<file path="config.mk">
export PLATFORM = sky130hd
export DESIGN_NAME = ultrasonic_obstacle_stop_drive
export DESIGN_NICKNAME = d
export VERILOG_FILES = /design/src/rtl/core/usd_pkg.sv /design/src/rtl/core/usd_csr.sv /design/src/rtl/core/usd_step.sv /design/src/rtl/core/ultrasonic_obstacle_stop_drive.sv
export SDC_FILE = /design/constraint.sdc
export NUM_CORES = 1
export LEC_CHECK = 0
export ABC_AREA = 0
export BUFFER_PORTS_ARGS = -buffer_cell sky130_fd_sc_hd__buf_2
export CORE_UTILIZATION = 44
export DETAILED_ROUTE_END_ITERATION = 10
export PLACE_DENSITY_LB_ADDON = 0.2
export SLEW_MARGIN = 25
export SYNTH_ARGS = -nofsm -noshare
export SYNTH_HDL_FRONTEND = slang
export SYNTH_SLANG_ARGS = --single-unit
</file>
<file path="constraint.sdc">
create_clock -name clock -period 7.2 [get_ports clock]
set_input_delay 1.08 -clock clock [delete_from_list [all_inputs] [get_ports clock]]
set_output_delay 1.08 -clock clock [all_outputs]
set_load 0.01 [all_outputs]
</file>
<file path="src/rtl/core/usd_pkg.sv">
// ----------------------------------------------------------------------------
// usd_pkg: shared types and constants for the ultrasonic obstacle stop drive
// Register map, command codes, drive patterns and the status record passed
// from the tick engine to the top level.
// ----------------------------------------------------------------------------
package usd_pkg;

   // counter widths
   localparam int LimitWidth = 20;
   localparam int CountWidth = LimitWidth + 1;   // runs one past a 20-bit limit

   // configuration register indexes (byte address = 4 * index)
   localparam logic [2:0] RegThreshold  = 3'd0;
   localparam logic [2:0] RegTrigger    = 3'd1;
   localparam logic [2:0] RegWaitLimit  = 3'd2;
   localparam logic [2:0] RegWidthLimit = 3'd3;
   localparam logic [2:0] RegRest       = 3'd4;

   localparam int AddrWidth = 5;

   // reset values
   localparam logic [8:0]            ThresholdReset  = 9'd40;
   localparam logic [9:0]            TriggerReset    = 10'd10;
   localparam logic [LimitWidth-1:0] WaitLimitReset  = 20'd100000;
   localparam logic [LimitWidth-1:0] WidthLimitReset = 20'd380000;
   localparam logic [LimitWidth-1:0] RestReset       = 20'd100000;

   // command codes
   localparam logic [2:0] CmdStop     = 3'd0;
   localparam logic [2:0] CmdForward  = 3'd1;
   localparam logic [2:0] CmdBackward = 3'd2;
   localparam logic [2:0] CmdLeft     = 3'd3;
   localparam logic [2:0] CmdRight    = 3'd4;

   // ASCII command bytes
   localparam logic [7:0] ByteStop     = 8'h53;   // 'S'
   localparam logic [7:0] ByteForward  = 8'h46;   // 'F'
   localparam logic [7:0] ByteBackward = 8'h42;   // 'B'
   localparam logic [7:0] ByteLeft     = 8'h4C;   // 'L'
   localparam logic [7:0] ByteRight    = 8'h52;   // 'R'

   // H-bridge patterns, bit7 is in1 of the first driver
   localparam logic [7:0] PatStop     = 8'hFF;
   localparam logic [7:0] PatForward  = 8'hA5;
   localparam logic [7:0] PatBackward = 8'h5A;
   localparam logic [7:0] PatLeft     = 8'h55;
   localparam logic [7:0] PatRight    = 8'hAA;

   // obstacle test: width*17 < threshold*1000
   localparam int           ProdWidth = 25;
   localparam logic [24:0]  WidthScale = 25'd17;
   localparam logic [24:0]  ThreshScale = 25'd1000;

   typedef struct packed {
      logic [8:0]            threshold_cm;
      logic [9:0]            trigger_ticks;
      logic [LimitWidth-1:0] echo_wait_limit;
      logic [LimitWidth-1:0] echo_width_limit;
      logic [LimitWidth-1:0] rest_ticks;
   } cfg_type;

   typedef struct packed {
      logic                  trigger_level;
      logic [7:0]            motor_drive;
      logic                  obstacle;
      logic [2:0]            command_code;
      logic                  cycle_done;
      logic [LimitWidth-1:0] echo_width_us;
   } status_type;

   function automatic logic [7:0] cmd_pattern(input logic [2:0] cmd);
      logic [7:0] pat;
      case (cmd)
         CmdStop:     pat = PatStop;
         CmdForward:  pat = PatForward;
         CmdBackward: pat = PatBackward;
         CmdLeft:     pat = PatLeft;
         CmdRight:    pat = PatRight;
         default:     pat = PatStop;
      endcase
      return pat;
   endfunction

endpackage

</file>
<file path="src/rtl/core/usd_csr.sv">
// ----------------------------------------------------------------------------
// usd_csr: configuration registers
// APB-style write and read of the five timing and threshold registers.
// ----------------------------------------------------------------------------
module usd_csr (
   input  logic                          clock,
   input  logic                          reset,
   input  logic                          csr_psel,
   input  logic                          csr_penable,
   input  logic                          csr_pwrite,
   input  logic [usd_pkg::AddrWidth-1:0] csr_paddr,
   input  logic [31:0]                   csr_pwdata,
   output logic [31:0]                   csr_prdata,
   output logic                          csr_pready,
   output usd_pkg::cfg_type              cfg
);

   usd_pkg::cfg_type cfg_ff;
   logic             wr_en;
   logic [2:0]       reg_idx;

   assign csr_pready = 1'b1;
   assign wr_en      = csr_psel && csr_penable && csr_pwrite;
   assign reg_idx    = csr_paddr[4:2];
   assign cfg        = cfg_ff;

   always_ff @(posedge clock) begin
      if (reset) begin
         cfg_ff.threshold_cm     <= usd_pkg::ThresholdReset;
         cfg_ff.trigger_ticks    <= usd_pkg::TriggerReset;
         cfg_ff.echo_wait_limit  <= usd_pkg::WaitLimitReset;
         cfg_ff.echo_width_limit <= usd_pkg::WidthLimitReset;
         cfg_ff.rest_ticks       <= usd_pkg::RestReset;
      end else if (wr_en) begin
         case (reg_idx)
            usd_pkg::RegThreshold:  cfg_ff.threshold_cm     <= csr_pwdata[8:0];
            usd_pkg::RegTrigger:    cfg_ff.trigger_ticks    <= csr_pwdata[9:0];
            usd_pkg::RegWaitLimit:  cfg_ff.echo_wait_limit  <= csr_pwdata[19:0];
            usd_pkg::RegWidthLimit: cfg_ff.echo_width_limit <= csr_pwdata[19:0];
            usd_pkg::RegRest:       cfg_ff.rest_ticks       <= csr_pwdata[19:0];
            default: ;   // unmapped, ignored
         endcase
      end
   end

   always_comb begin
      case (reg_idx)
         usd_pkg::RegThreshold:  csr_prdata = {23'd0, cfg_ff.threshold_cm};
         usd_pkg::RegTrigger:    csr_prdata = {22'd0, cfg_ff.trigger_ticks};
         usd_pkg::RegWaitLimit:  csr_prdata = {12'd0, cfg_ff.echo_wait_limit};
         usd_pkg::RegWidthLimit: csr_prdata = {12'd0, cfg_ff.echo_width_limit};
         usd_pkg::RegRest:       csr_prdata = {12'd0, cfg_ff.rest_ticks};
         default:                csr_prdata = 32'd0;
      endcase
   end

endmodule

</file>
<file path="src/rtl/core/usd_step.sv">
// ----------------------------------------------------------------------------
// usd_step: per-tick ranging engine
// Phase sequencer, tick counter, command latch, obstacle test and drive
// pattern. State advances once per tick taken from the input register.
// ----------------------------------------------------------------------------
module usd_step (
   input  logic                 clock,
   input  logic                 reset,
   input  logic                 step_en,
   input  logic                 echo_level,
   input  logic                 rx_valid,
   input  logic [7:0]           rx_byte,
   input  usd_pkg::cfg_type     cfg,
   output usd_pkg::status_type  status
);

   localparam logic [1:0] PhRest    = 2'd0;
   localparam logic [1:0] PhTrigger = 2'd1;
   localparam logic [1:0] PhWait    = 2'd2;
   localparam logic [1:0] PhMeasure = 2'd3;

   localparam int CW = usd_pkg::CountWidth;
   localparam int LW = usd_pkg::LimitWidth;
   localparam int PW = usd_pkg::ProdWidth;

   logic [1:0]    phase_ff,    phase_in;
   logic [CW-1:0] count_ff,    count_in;
   logic [2:0]    command_ff,  command_in;
   logic          obstacle_ff, obstacle_in;
   logic [7:0]    drive_ff,    drive_in;
   logic [LW-1:0] width_ff,    width_in;
   logic          done_ff,     done_in;

   always_comb begin
      logic [2:0]    cmd;
      logic [CW-1:0] cnt_inc;
      logic [CW-1:0] hi_cnt;
      logic          finish;
      logic          fin_valid;
      logic [LW-1:0] fin_width;
      logic          obs;

      // command byte is latched ahead of any drive decision
      cmd = command_ff;
      if (rx_valid) begin
         case (rx_byte)
            usd_pkg::ByteStop:     cmd = usd_pkg::CmdStop;
            usd_pkg::ByteForward:  cmd = usd_pkg::CmdForward;
            usd_pkg::ByteBackward: cmd = usd_pkg::CmdBackward;
            usd_pkg::ByteLeft:     cmd = usd_pkg::CmdLeft;
            usd_pkg::ByteRight:    cmd = usd_pkg::CmdRight;
            default:               cmd = command_ff;
         endcase
      end

      cnt_inc   = count_ff + CW'(1);
      // first high tick in wait counts as one
      hi_cnt    = (phase_ff == PhWait) ? CW'(1) : cnt_inc;
      finish    = 1'b0;
      fin_valid = 1'b0;
      fin_width = '0;
      phase_in  = phase_ff;
      count_in  = count_ff;

      case (phase_ff)
         PhRest: begin
            if (cnt_inc >= {1'b0, cfg.rest_ticks}) begin
               phase_in = PhTrigger;
               count_in = '0;
            end else begin
               count_in = cnt_inc;
            end
         end
         PhTrigger: begin
            if (cnt_inc >= CW'(cfg.trigger_ticks)) begin
               phase_in = PhWait;
               count_in = '0;
            end else begin
               count_in = cnt_inc;
            end
         end
         PhWait, PhMeasure: begin
            if (echo_level) begin
               phase_in = PhMeasure;
               count_in = hi_cnt;
               if (hi_cnt > {1'b0, cfg.echo_width_limit}) begin
                  finish    = 1'b1;   // over-long echo, saturated width
                  fin_width = hi_cnt[CW-1] ? {LW{1'b1}} : hi_cnt[LW-1:0];
               end
            end else if (phase_ff == PhMeasure) begin
               finish    = 1'b1;
               fin_valid = 1'b1;
               fin_width = count_ff[LW-1:0];
            end else begin
               count_in = cnt_inc;
               if (cnt_inc > {1'b0, cfg.echo_wait_limit}) begin
                  finish = 1'b1;      // echo timeout, width zero
               end
            end
         end
         default: begin
            phase_in = PhRest;
            count_in = '0;
         end
      endcase

      obs = fin_valid &&
            ((PW'(fin_width) * usd_pkg::WidthScale) <
             (PW'(cfg.threshold_cm) * usd_pkg::ThreshScale));

      command_in  = cmd;
      obstacle_in = obstacle_ff;
      drive_in    = drive_ff;
      width_in    = width_ff;
      done_in     = finish;
      if (finish) begin
         obstacle_in = obs;
         width_in    = fin_width;
         if (obs && (cmd != usd_pkg::CmdBackward)) begin
            command_in = usd_pkg::CmdStop;
         end
         drive_in = usd_pkg::cmd_pattern(command_in);
         phase_in = PhRest;
         count_in = '0;
      end
   end

   always_ff @(posedge clock) begin
      if (reset) begin
         phase_ff    <= PhRest;
         count_ff    <= '0;
         command_ff  <= usd_pkg::CmdStop;
         obstacle_ff <= 1'b0;
         drive_ff    <= usd_pkg::PatStop;
         width_ff    <= '0;
         done_ff     <= 1'b0;
      end else if (step_en) begin
         phase_ff    <= phase_in;
         count_ff    <= count_in;
         command_ff  <= command_in;
         obstacle_ff <= obstacle_in;
         drive_ff    <= drive_in;
         width_ff    <= width_in;
         done_ff     <= done_in;
      end
   end

   assign status.trigger_level = (phase_ff == PhTrigger);
   assign status.motor_drive   = drive_ff;
   assign status.obstacle      = obstacle_ff;
   assign status.command_code  = command_ff;
   assign status.cycle_done    = done_ff;
   assign status.echo_width_us = width_ff;

endmodule

</file>
<file path="src/rtl/core/ultrasonic_obstacle_stop_drive.sv">
// A req transfer reaches its rsp through the input register, then the state update.
// Throughput: one tick per cycle while rsp_ready holds; the state registers update once per tick.
// While a result waits, a tick is still taken if the input register is empty;
//   a full input register then holds until the waiting rsp transfer goes out.
// Reset (synchronous, active high): rest phase, counter zero, stop command,
//   drive pattern 0xFF, obstacle and width zero, config to defaults.
// ----------------------------------------------------------------------------
// ultrasonic_obstacle_stop_drive: echo ranging with obstacle stop
// One req transfer is one microsecond tick carrying the echo pin level and an
// optional command byte. Each tick yields one rsp transfer with the trigger
// level, motor pattern, obstacle flag, command and latest echo width.
// ----------------------------------------------------------------------------
module ultrasonic_obstacle_stop_drive (
   input  logic                          clock,
   input  logic                          reset,
   // tick input channel
   input  logic                          req_valid,
   output logic                          req_ready,
   input  logic                          req_echo_level,
   input  logic                          req_rx_valid,
   input  logic [7:0]                    req_rx_byte,
   // result channel
   output logic                          rsp_valid,
   input  logic                          rsp_ready,
   output logic                          rsp_trigger_level,
   output logic [7:0]                    rsp_motor_drive,
   output logic                          rsp_obstacle,
   output logic [2:0]                    rsp_command_code,
   output logic                          rsp_cycle_done,
   output logic [19:0]                   rsp_echo_width_us,
   // configuration port
   input  logic                          csr_psel,
   input  logic                          csr_penable,
   input  logic                          csr_pwrite,
   input  logic [usd_pkg::AddrWidth-1:0] csr_paddr,
   input  logic [31:0]                   csr_pwdata,
   output logic [31:0]                   csr_prdata,
   output logic                          csr_pready
);

   usd_pkg::cfg_type    cfg;
   usd_pkg::status_type status;

   // input register
   logic       in_valid_ff;
   logic       in_echo_ff;
   logic       in_rxv_ff;
   logic [7:0] in_byte_ff;

   // result valid; the payload is the engine's own state registers
   logic       out_valid_ff;

   logic       advance;

   // A tick moves into the engine when the result slot is empty or being drained.
   assign advance   = in_valid_ff && (!out_valid_ff || rsp_ready);
   assign req_ready = !in_valid_ff || advance;

   always_ff @(posedge clock) begin
      if (reset) begin
         in_valid_ff  <= 1'b0;
         out_valid_ff <= 1'b0;
      end else begin
         if (req_ready) begin
            in_valid_ff <= req_valid;
         end
         if (advance) begin
            out_valid_ff <= 1'b1;
         end else if (rsp_ready) begin
            out_valid_ff <= 1'b0;
         end
      end
   end

   // payload holds no reset
   always_ff @(posedge clock) begin
      if (req_valid && req_ready) begin
         in_echo_ff <= req_echo_level;
         in_rxv_ff  <= req_rx_valid;
         in_byte_ff <= req_rx_byte;
      end
   end

   usd_csr u_csr (
      .clock       (clock),
      .reset       (reset),
      .csr_psel    (csr_psel),
      .csr_penable (csr_penable),
      .csr_pwrite  (csr_pwrite),
      .csr_paddr   (csr_paddr),
      .csr_pwdata  (csr_pwdata),
      .csr_prdata  (csr_prdata),
      .csr_pready  (csr_pready),
      .cfg         (cfg)
   );

   // engine state only changes on advance, so it stays stable while rsp stalls
   usd_step u_step (
      .clock      (clock),
      .reset      (reset),
      .step_en    (advance),
      .echo_level (in_echo_ff),
      .rx_valid   (in_rxv_ff),
      .rx_byte    (in_byte_ff),
      .cfg        (cfg),
      .status     (status)
   );

   assign rsp_valid         = out_valid_ff;
   assign rsp_trigger_level = status.trigger_level;
   assign rsp_motor_drive   = status.motor_drive;
   assign rsp_obstacle      = status.obstacle;
   assign rsp_command_code  = status.command_code;
   assign rsp_cycle_done    = status.cycle_done;
   assign rsp_echo_width_us = status.echo_width_us;

endmodule

</file>
Word-level counts from Yosys, hierarchy flattened
Cells that the tools add are included.
{ "op_classes": {"addsub": 1, "mul": 2, "order_cmp": 5, "n_eq_ne": 21, "mux": 34, "reduce_logical": 22} }
{ "op_table": {"columns": ["operator", "n"], "rows": [
  ["2-to-1 mux 21 bit", 6],
  ["2-to-1 mux 20 bit", 5],
  ["one-hot mux 20 bit (5 select lines)", 1],
  ["one-hot mux 21 bit (3 select lines)", 1],
  ["> comparator 21 x 20 -> 1 bit", 2],
  ["equality test 8 x 7 -> 1 bit, second input constant", 5],
  ["one-hot mux 8 bit (4 select lines)", 1],
  ["< comparator 25 x 19 -> 1 bit", 1],
  ["multiplier 20 x 5 -> 25 bit, second input constant", 1],
  ["adder 21 x 1 -> 21 bit, second input constant", 1],
  ["greater-or-equal comparator 21 x 10 -> 1 bit", 1],
  ["greater-or-equal comparator 21 x 20 -> 1 bit", 1],
  ["multiplier 9 x 7 -> 16 bit, second input constant", 1],
  ["one-hot mux 3 bit (5 select lines)", 1],
  ["AND reduction 2 bit", 7],
  ["equality test 3 x 2 -> 1 bit, second input constant", 4],
  ["2-to-1 mux 3 bit", 4],
  ["2-to-1 mux 1 bit", 10],
  ["2-to-1 mux 2 bit", 4],
  ["equality test 3 x 1 -> 1 bit, second input constant", 2],
  ["equality test 3 bit, second input constant", 2],
  ["logical AND 1 bit", 6],
  ["inequality test 3 x 1 -> 1 bit, second input constant", 2],
  ["inequality test 3 x 2 -> 1 bit, second input constant", 2],
  ["11 further kinds", 14]
]} }
{ "totals": {"register_bits": 147, "in_bits": 54, "output_inout_bits": 69, "word_cells": 102} }

Depth between registers and ports, before layout
Gate-level depths: netlist (run 1).
{ "depth": {"depth_word": 14, "ltp_mapped": 39, "ltp_nobuf": 37} }

By module
A second synthesis (run 1) with hierarchy kept.
{ "unflattened": {"hier_cells": 1471, "area_unflattened_um2": 12503.2} }
{ "modules_own_cells": {"columns": ["mod", "n_inst", "cells_per_inst", "area_each_um2", "seq_area_each_um2"], "rows": [
  ["usd_step", 1, 1044, 8202.9, 1041.0],
  ["usd_csr", 1, 407, 3896.2, 1581.5],
  ["ultrasonic_obstacle_stop_drive", 1, 20, 404.1, 340.3]
]} }

Least setup slack after synthesis (run 1)
No wires, ideal clock.
{ "synth_timing": {"path_type": "flip-flop to flip-flop", "startpoint": "reg u_step.count_ff[0]", "endpoint": "reg u_step.command_ff[0]", "setup_time_ns": 0.115, "arrival_time_ns": 7.157, "required_ns": 7.085, "path_slack_ns": -0.072, "path_stages_with_launch": 36, "path_buffers": 2, "period_less_slack_ns": 7.272, "cell_sequence": "dfxtp_1 buf_2 nand2_1 nor2_1 and4_1 and3_1 xor2_1 and2_1 ha_1 a31o_2 a31oi_1 maj3_1 o221a_2 o31ai_1 nand2_1 clkbuf_1 a211oi_1 ha_1 ha_1 inv_1 fa_1 nor2b_1 o31a_1 o21bai_1 a311oi_1 xor2_1 ha_1 a21o_1 a2111oi_0 o21ai_0 nor3_1 o41a_1 o31ai_1 a21oi_1 o211ai_2 a31o_1"} }
{ "synth_between": {"elab_chain_cells": 13, "elab_cells_between_ends": 21, "classes_between": "1 x add/sub; 1 x mul; 3 x order compare; 14 x mux; 2 x reduce/logical"} }
{ "synth_rtl": {"columns": ["item", "line_no", "text"], "rows": [
  ["start, declared", "usd_step.sv:27", "logic [CW-1:0] count_ff, count_in;"],
  ["start signal, assigned", "usd_step.sv:139", "count_ff <= count_in;"],
  ["adder 21 x 1 -> 21 bit", "usd_step.sv:56", "cnt_inc = count_ff + CW'(1);"],
  ["2-to-1 mux 21 bit", "usd_step.sv:58", "hi_cnt = (phase_ff == PhWait) ? CW'(1) : cnt_inc;"],
  ["> comparator 21 x 20 -> 1 bit / 2-to-1 mux 20 bit (equally long branches)", "usd_step.sv:86, usd_step.sv:88", null],
  ["2-to-1 mux 20 bit", "usd_step.sv:86", "if (hi_cnt > {1'b0, cfg.echo_width_limit}) begin"],
  ["2-to-1 mux 20 bit", "usd_step.sv:83", "if (echo_level) begin"],
  ["2-to-1 mux 20 bit", "usd_step.sv:65", "case (phase_ff)"],
  ["multiplier 20 x 5 -> 25 bit", "usd_step.sv:108", "((PW'(fin_width) * usd_pkg::WidthScale) <"],
  ["< comparator 25 x 19 -> 1 bit", "usd_step.sv:108", null],
  ["logical AND 1 bit", "usd_step.sv:107", "obs = fin_valid &&"],
  ["logical AND 1 bit", "usd_step.sv:119", "if (obs && (cmd != usd_pkg::CmdBackward)) begin"],
  ["2-to-1 mux 3 bit", "usd_step.sv:119", null],
  ["2-to-1 mux 3 bit", "usd_step.sv:116", "if (finish) begin"],
  ["2-to-1 mux 3 bit *", "usd_step.sv:116", null],
  ["end signal, assigned", "usd_step.sv:132", "command_ff <= usd_pkg::CmdStop;"],
  ["end signal, assigned", "usd_step.sv:140", "command_ff <= command_in;"],
  ["end, declared", "usd_step.sv:28", "logic [2:0] command_ff, command_in;"]
]} }
Mark *: on every way between the ends. The rest lies on a longest branch, timed or not. The select of a mux whose other input is x is not followed.
A chain may end at the register's enable or synchronous reset.

Worst setup path in the final report (run 1)
{ "layout_timing": {"startpoint": "reg u_step.count_ff[0]", "endpoint": "reg u_step.drive_ff[2]"} }
{ "layout_between": {"elab_chain_cells": 14, "elab_cells_between_ends": 26, "classes_between": "1 x add/sub; 1 x mul; 3 x order compare; 4 x eq/ne; 14 x mux; 3 x reduce/logical"} }
{ "layout_rtl": {"columns": ["item", "line_no", "text"], "rows": [
  ["adder 21 x 1 -> 21 bit", "usd_step.sv:56", null],
  ["2-to-1 mux 21 bit", "usd_step.sv:58", null],
  ["> comparator 21 x 20 -> 1 bit / 2-to-1 mux 20 bit (equally long branches)", "usd_step.sv:86, usd_step.sv:88", null],
  ["2-to-1 mux 20 bit", "usd_step.sv:86", null],
  ["2-to-1 mux 20 bit", "usd_step.sv:83", null],
  ["2-to-1 mux 20 bit", "usd_step.sv:65", null],
  ["multiplier 20 x 5 -> 25 bit", "usd_step.sv:108", null],
  ["< comparator 25 x 19 -> 1 bit", "usd_step.sv:108", null],
  ["logical AND 1 bit", "usd_step.sv:107", null],
  ["logical AND 1 bit", "usd_step.sv:119", null],
  ["2-to-1 mux 3 bit", "usd_step.sv:119", null],
  ["2-to-1 mux 3 bit", "usd_step.sv:116", null],
  ["equality test 3 bit (tied with other cells)", "usd_pkg.sv:73", "case (cmd)"],
  ["one-hot mux 8 bit (4 select lines)", "usd_pkg.sv:73", null],
  ["end signal, assigned", "usd_step.sv:134", "drive_ff <= usd_pkg::PatStop;"],
  ["end signal, assigned", "usd_step.sv:142", "drive_ff <= drive_in;"],
  ["end, declared", "usd_step.sv:30", "logic [7:0] drive_ff, drive_in;"]
]} }
Parallel ways exist; a longest one is shown, timed or not. The select of a mux whose other input is x is not followed.

==> results of run 1 <==
[worst register-to-register path, delay by kind of cell, from the launching register on]
family / cells / cell delay (ns)
compound gates: 14 / 2.72
xor+xnor: 2 / 0.30
fa+ha+maj: 6 / 1.64
flops: 1 / 0.38
buf+inv: 4 / 0.65
simple gates: 8 / 1.20
[sequential cells by signal, summed over array words and instances (netlist names)]
name / cells
in_valid_ff: 1
in_echo_ff: 1
in_rxv_ff: 1
u_step.count_ff: 21
u_step.drive_ff: 4
u_step.width_ff: 20
u_csr.cfg: 79
in_byte_ff: 8
u_step.phase_ff: 2
u_step.done_ff: 1
u_step.command_ff: 3
u_step.obstacle_ff: 1
rsp_valid: 1
[what timing repair did]
item / 4_1_cts / 5_1_grt
resized for setup: 18 / 77
setup buffers: 5 / 10
setup endpoints to repair: 8 / 8
endpoints found under the hold margin: 0 / 0
pin swaps: 5 / 33
[report_power, final]
group,internal (mW),total (mW),leakage [nW],switching [mW]
logic,0.0705,0.187,5.33,0.116
clock network,0.532,0.960,0.308,0.428
registers,0.808,0.816,1.17,0.00755
total,1.41,1.96,6.82,0.552
[cell usage after synthesis, types with 29 or more instances]
library cell / number / share of area (%)
a21oi_1: 130 / 5.6
clkbuf_1: 55 / 1.8
dfxtp_1: 133 / 23
ha_1: 150 / 16
inv_1: 118 / 3.8
mux2i_1: 38 / 3.3
nand2_1: 201 / 6.5
nand3_1: 42 / 1.8
nor2_1: 104 / 3.3
o211ai_1: 29 / 1.9
o21ai_0: 43 / 1.8
xnor2_1: 29 / 2.2
[per-stage QoR]
stage / TNS [ns] / utilization (%)
floorplan: 0 / -
global placement: -1.887 / 51.73
detailed placement: -1.945 / 51.74
CTS: 0 / 54.56
global route: -0.5860 / 56.37
finish: 0 / 56.37
[cells by family after synthesis]
family	after synthesis	share of synthesized area (%)
compound gates	349	19.07
xor+xnor	45	3.435
flops	143	25.34
simple gates	487	19.73
other cells	2	0.06424
fa+ha+maj	181	21.02
mux	40	3.542
buf+inv	212	7.791
[area by class of cell]
class / count / area (sq um)
clock inverters: 15 / 197.7
fillers: 2441 / 11370
flip-flops and latches: 143 / 2975
repair buffers: 280 / 1903
clock buffers: 17 / 425.4
well taps: 335 / 419.2
multi-input cells: 1115 / 8327
inverters: 118 / 442.9
[per-layer routing]
layer	vias up	wire length, microns
li1	5522	-
met1	5529	15950
met2	336	17260
met3	55	1746
met4	0	911
met5	-	0
[worst paths after layout]
path	cells after the start	start	end	slack [ns]
worst max-delay path	34	u_step.count_ff[0]	u_step.drive_ff[2]	0.24
worst min-delay path	2	u_csr.cfg[46]	u_csr.cfg[46]	0.46
worst max register to register	34	u_step.count_ff[0]	u_step.drive_ff[2]	0.24
worst min register to register	2	u_csr.cfg[46]	u_csr.cfg[46]	0.46
==> impl_metrics.csv, run 1 <==
group,metric,value,unit
outcome,status,"completed",
worst_setup_path,arrival,7.34,ns
worst_setup_path,startpoint_type,"flop",
sta,tightest_slew,0.9740,ns
synthesis,yosys_most_used_dff,"dfxtp_1",
placed_design,dpl_cell_area,13480,sq um
sta,finalCritPeriodShare,96.63,%
placed_design,dp_hpwl,26670,microns
routing,ant_nets,0,
power,p_leak,6.816,nW
grt,grt_antenna_before_repair,0,
routing,wl,35870,microns
floorplan,ios,123,
layout,final_common_cell,"nand2_1",
sta,setup_viol,0,
grt,grt_usage,26.34,%
synthesis,seq_area_frac_synth,25.34,%
synthesis,ys_async_sr_fraction,0,%
power,ir_drop,0.1697,mV
worst_setup_path,critPathTopFamily,"compound AO/OA/AOI/OAI gates",
routing,drt-initial-drc-count,755,
sta,max_freq,143.7,MHz
cts,cts_buffers,17,
worst_setup_path,path_max_fanout,8,
synthesis,synth_edf_count,10,
worst_setup_path,required,7.58,ns
sta,hold_viol,0,
power,p_per_area,133.6,nW/um^2
grt,grt_pass1_wl,55740,microns
synthesis,synth_cell_types,80,
grt,first_global_vias,10650,
routing,drtPass1Iterations,5,
grt,grt_max_degree,86,
cts,clk_pin_slew,0.07,ns
worst_setup_path,path_buf_inv,4,
sta,rsz0062_at_grt,"true",
sta,skew,0.01247,ns
layout,final_cell_mix,"nand2_1 (198), buf_4 (178), ha_1 (138), dfxtp_1 (127), a21oi_1 (125)",
floorplan,initial_core_util,44.86,%
layout,finalInstanceArea,14690,sq um
synthesis,syn_area,11690,sq um
cts,cts_tree,"yes",
worst_hold_path,hold_path.class,"reg -> reg",
cts,clk_latency,0.45,ns
grt,top_usage_layer,"met2",
synthesis,avgSynthCellArea,8.013,sq um
synthesis,syn_inst,1459,
sta,slew_headroom,35.07,%
synthesis,synth_seq_cells,143,
routing,num_vias,11440,
job,maxCapViolCount,0,
floorplan,die_x,165.0,microns
layout,drive_gt1_share,23.99,%
sta,hold_slack,0.4570,ns
floorplan,rows,59,
worst_setup_path,worstSetupPathType,"reg -> reg",
grt,grt_use_met2,44.45,%
placed_design,pre_cts_ws,-0.3095,ns
worst_setup_path,critPathCaptureType,"flop",
floorplan,die_y,165.0,microns
cts,clock_sinks,143,
sta,min_period,6.957,ns
routing,via_per_inst,5.656,
placed_design,globalplace.congestion,0.9291,
grt,use_met3,3.792,%
cts,holdBufCountCts,0,
floorplan,die-area,27230,sq um
layout,antenna_cells,0,
sta,slew_viol_final,0,
placed_design,portBuffers,95,
synthesis,yosysWarnings,0,
worst_setup_path,slowest_stage,"dfxtp_4",
layout,stdcell_count,2023,
layout,fin_nets,1906,
worst_setup_path,slowest_delay,0.38,ns
cts,htree_levels,4,
floorplan,core-area,26060,sq um
sta,worst_slack,0.2427,ns
power,finalPower,1.963,mW
grt,use_met1,34.08,%
routing,wl_per_cell,17.73,microns
routing,drc,0,
placed_design,placedCellCount,1979,
cts,cts_root_buf,"clkbuf_16",
layout,area_delta_synth_final,25.65,%
grt,overflow,0,
cts,clock_path_buffers,2,
Note: power is estimated with default switching activity, not from simulation.
==> run 2: changes to the inputs <==
==> constraint.sdc (replaced) <==
create_clock -name clock -period 7.2 [get_ports clock]
set_input_delay 0.36 -clock clock [delete_from_list [all_inputs] [get_ports clock]]
set_output_delay 0.36 -clock clock [all_outputs]
set_load 0.01 [all_outputs]
==> run 2 against run 1 <==
  * Fmax is 0.18% lower
  * Die area stayed put
  * Clock skew is 0.0026 ns higher
  * Non-clock buffer count is 4 lower
  * Count of clock-buffer cells in the layout stayed put
  * Critical path type unchanged
  * Utilization hardly changed
  * First-iteration DRC count is 26% higher
==> impl_metrics.csv, run 2 (same netlist as run 1, synthesis figures left out) <==
group,metric,value,unit
outcome,status,"completed",
layout,final_cell_mix,"nand2_1 (198), buf_4 (174), ha_1 (134), dfxtp_1 (127), a21oi_1 (123)",
worst_setup_path,arrival,7.30,ns
sta,slew_headroom,31.47,%
grt,grt_antenna_before_repair,1,
worst_setup_path,worstSetupPathType,"reg -> reg",
cts,htree_levels,4,
worst_setup_path,critPathCaptureType,"flop",
worst_setup_path,required,7.53,ns
job,maxCapViolCount,0,
layout,final_common_cell,"nand2_1",
layout,fin_nets,1902,
placed_design,globalplace.congestion,0.9327,
floorplan,ios,123,
cts,holdBufCountCts,0,
cts,cts_tree,"yes",
floorplan,rows,59,
routing,wl,35910,microns
worst_setup_path,crit_path_frequent_cell,"a21oi_2",
grt,grt_usage,26.85,%
sta,skew,0.01506,ns
sta,min_period,6.970,ns
cts,clock_sinks,143,
cts,clock_path_buffers,2,
worst_setup_path,startpoint_type,"flop",
routing,drc,0,
floorplan,die_y,165.0,microns
worst_setup_path,path_buf_inv,3,
floorplan,die-area,27230,sq um
grt,overflow,0,
power,ir_drop,0.1383,mV
floorplan,initial_core_util,44.86,%
layout,finalInstanceArea,14680,sq um
layout,area_delta_synth_final,25.58,%
sta,rsz0062_at_grt,"true",
routing,via_per_inst,5.600,
routing,ant_nets,0,
floorplan,core-area,26060,sq um
layout,nFillCells,2414,
power,p_leak,6.724,nW
sta,finalCritPeriodShare,96.81,%
sta,hold_slack,0.09926,ns
placed_design,dp_hpwl,26940,microns
worst_setup_path,path_max_fanout,8,
cts,clk_latency,0.44,ns
worst_setup_path,slowest_stage,"dfxtp_2",
sta,setup_viol,0,
cts,clk_pin_slew,0.07,ns
floorplan,die_x,165.0,microns
routing,wl_per_cell,17.78,microns
layout,largest_reg_flops,79,
power,p_per_area,127.3,nW/um^2
layout,drive_gt1_share,24.23,%
layout,multi_input_area,8414,sq um
routing,drtPass1Iterations,6,
grt,first_global_vias,10800,
routing,drt-initial-drc-count,953,
sta,tightest_slew,1.028,ns
grt,grt_max_degree,87,
cts,cts_buffers,17,
grt,grt_pass1_wl,56570,microns
layout,regArea,2973,sq um
worst_setup_path,slowest_delay,0.36,ns
placed_design,dpl_cell_area,13370,sq um
placed_design,portBuffers,95,
worst_hold_path,hold_path.class,"in -> reg",
worst_setup_path,critPathTopFamily,"compound AO/OA/AOI/OAI gates",
cts,cts_root_buf,"clkbuf_16",
sta,max_freq,143.5,MHz
sta,hold_viol,0,
routing,num_vias,11310,
sta,slew_viol_final,0,
run 2: where the power goes:
| group | total (mW) | leakage, nW | switching [mW] | internal [mW] |
|---|---|---|---|---|
| registers | 0.816 | 1.17 | 0.00707 | 0.809 |
| logic | 0.185 | 5.27 | 0.117 | 0.0684 |
| clock network | 0.869 | 0.276 | 0.411 | 0.458 |
| total | 1.87 | 6.72 | 0.534 | 1.34 |
run 2: area by class of cell:
cell class | count | area share [%]
multi-input combinational | 1115 | 57.31
inverter | 118 | 3.017
antenna | 1 | 0.01704
clock buffer | 17 | 2.898
sequential | 143 | 20.25
timing repair buffer | 276 | 12.70
tap | 335 | 2.855
clock inverter | 15 | 0.9545
run 2: layer usage:
layer,vias up,track usage [%],share of wire (%)
li1,5521,-,-
met1,5359,35.11,45
met2,361,44.18,47
met3,70,4.721,5.6
met4,0,9.341,2.8
met5,-,0,0
run 2: repair_timing:
item                                    4_1_cts  5_1_grt
endpoints found under the setup margin        8        8
buffers inserted                              4       16
pin swaps                                    11       61
gates cloned                                  0        1
gates resized for setup                      34       74
run 2: path summary, 6_finish.rpt:
check	startpoint	to	slack (ns)	cells after the start
max	u_step.count_ff[3]	u_step.command_ff[2]	0.23	38
min reg2reg	u_step.done_ff	u_step.done_ff	0.45	2
min	req_rx_byte[1]	in_byte_ff[1]	0.1	1
max reg2reg	u_step.count_ff[3]	u_step.command_ff[2]	0.23	38
run 2: metrics by stage:
step           total power, mW  setup WS, ns  utilization, %  std cells  TNS (ns)
2_1_floorplan           0.9543       0.02662               -       1470         0
3_3_place_gp             1.009       -0.1479           51.31       1966   -0.6552
3_5_place_dp             1.011       -0.3702           51.32       1966    -2.415
4_1_cts                  1.878     0.0004547           54.26       2002         0
5_1_grt                  1.940       -0.1041           56.33       2019   -0.3220
6_report                 1.870        0.2299           56.34       2020         0
run 2: worst register-to-register path: cells and delay by family, from the launching register on:
| kind | cells | cell delay (ns) |
|---|---|---|
| simple gates | 13 | 1.80 |
| xor+xnor | 2 | 0.29 |
| flops | 1 | 0.36 |
| compound gates | 16 | 2.86 |
| buf+inv | 3 | 0.41 |
| fa+ha+maj | 4 | 1.13 |
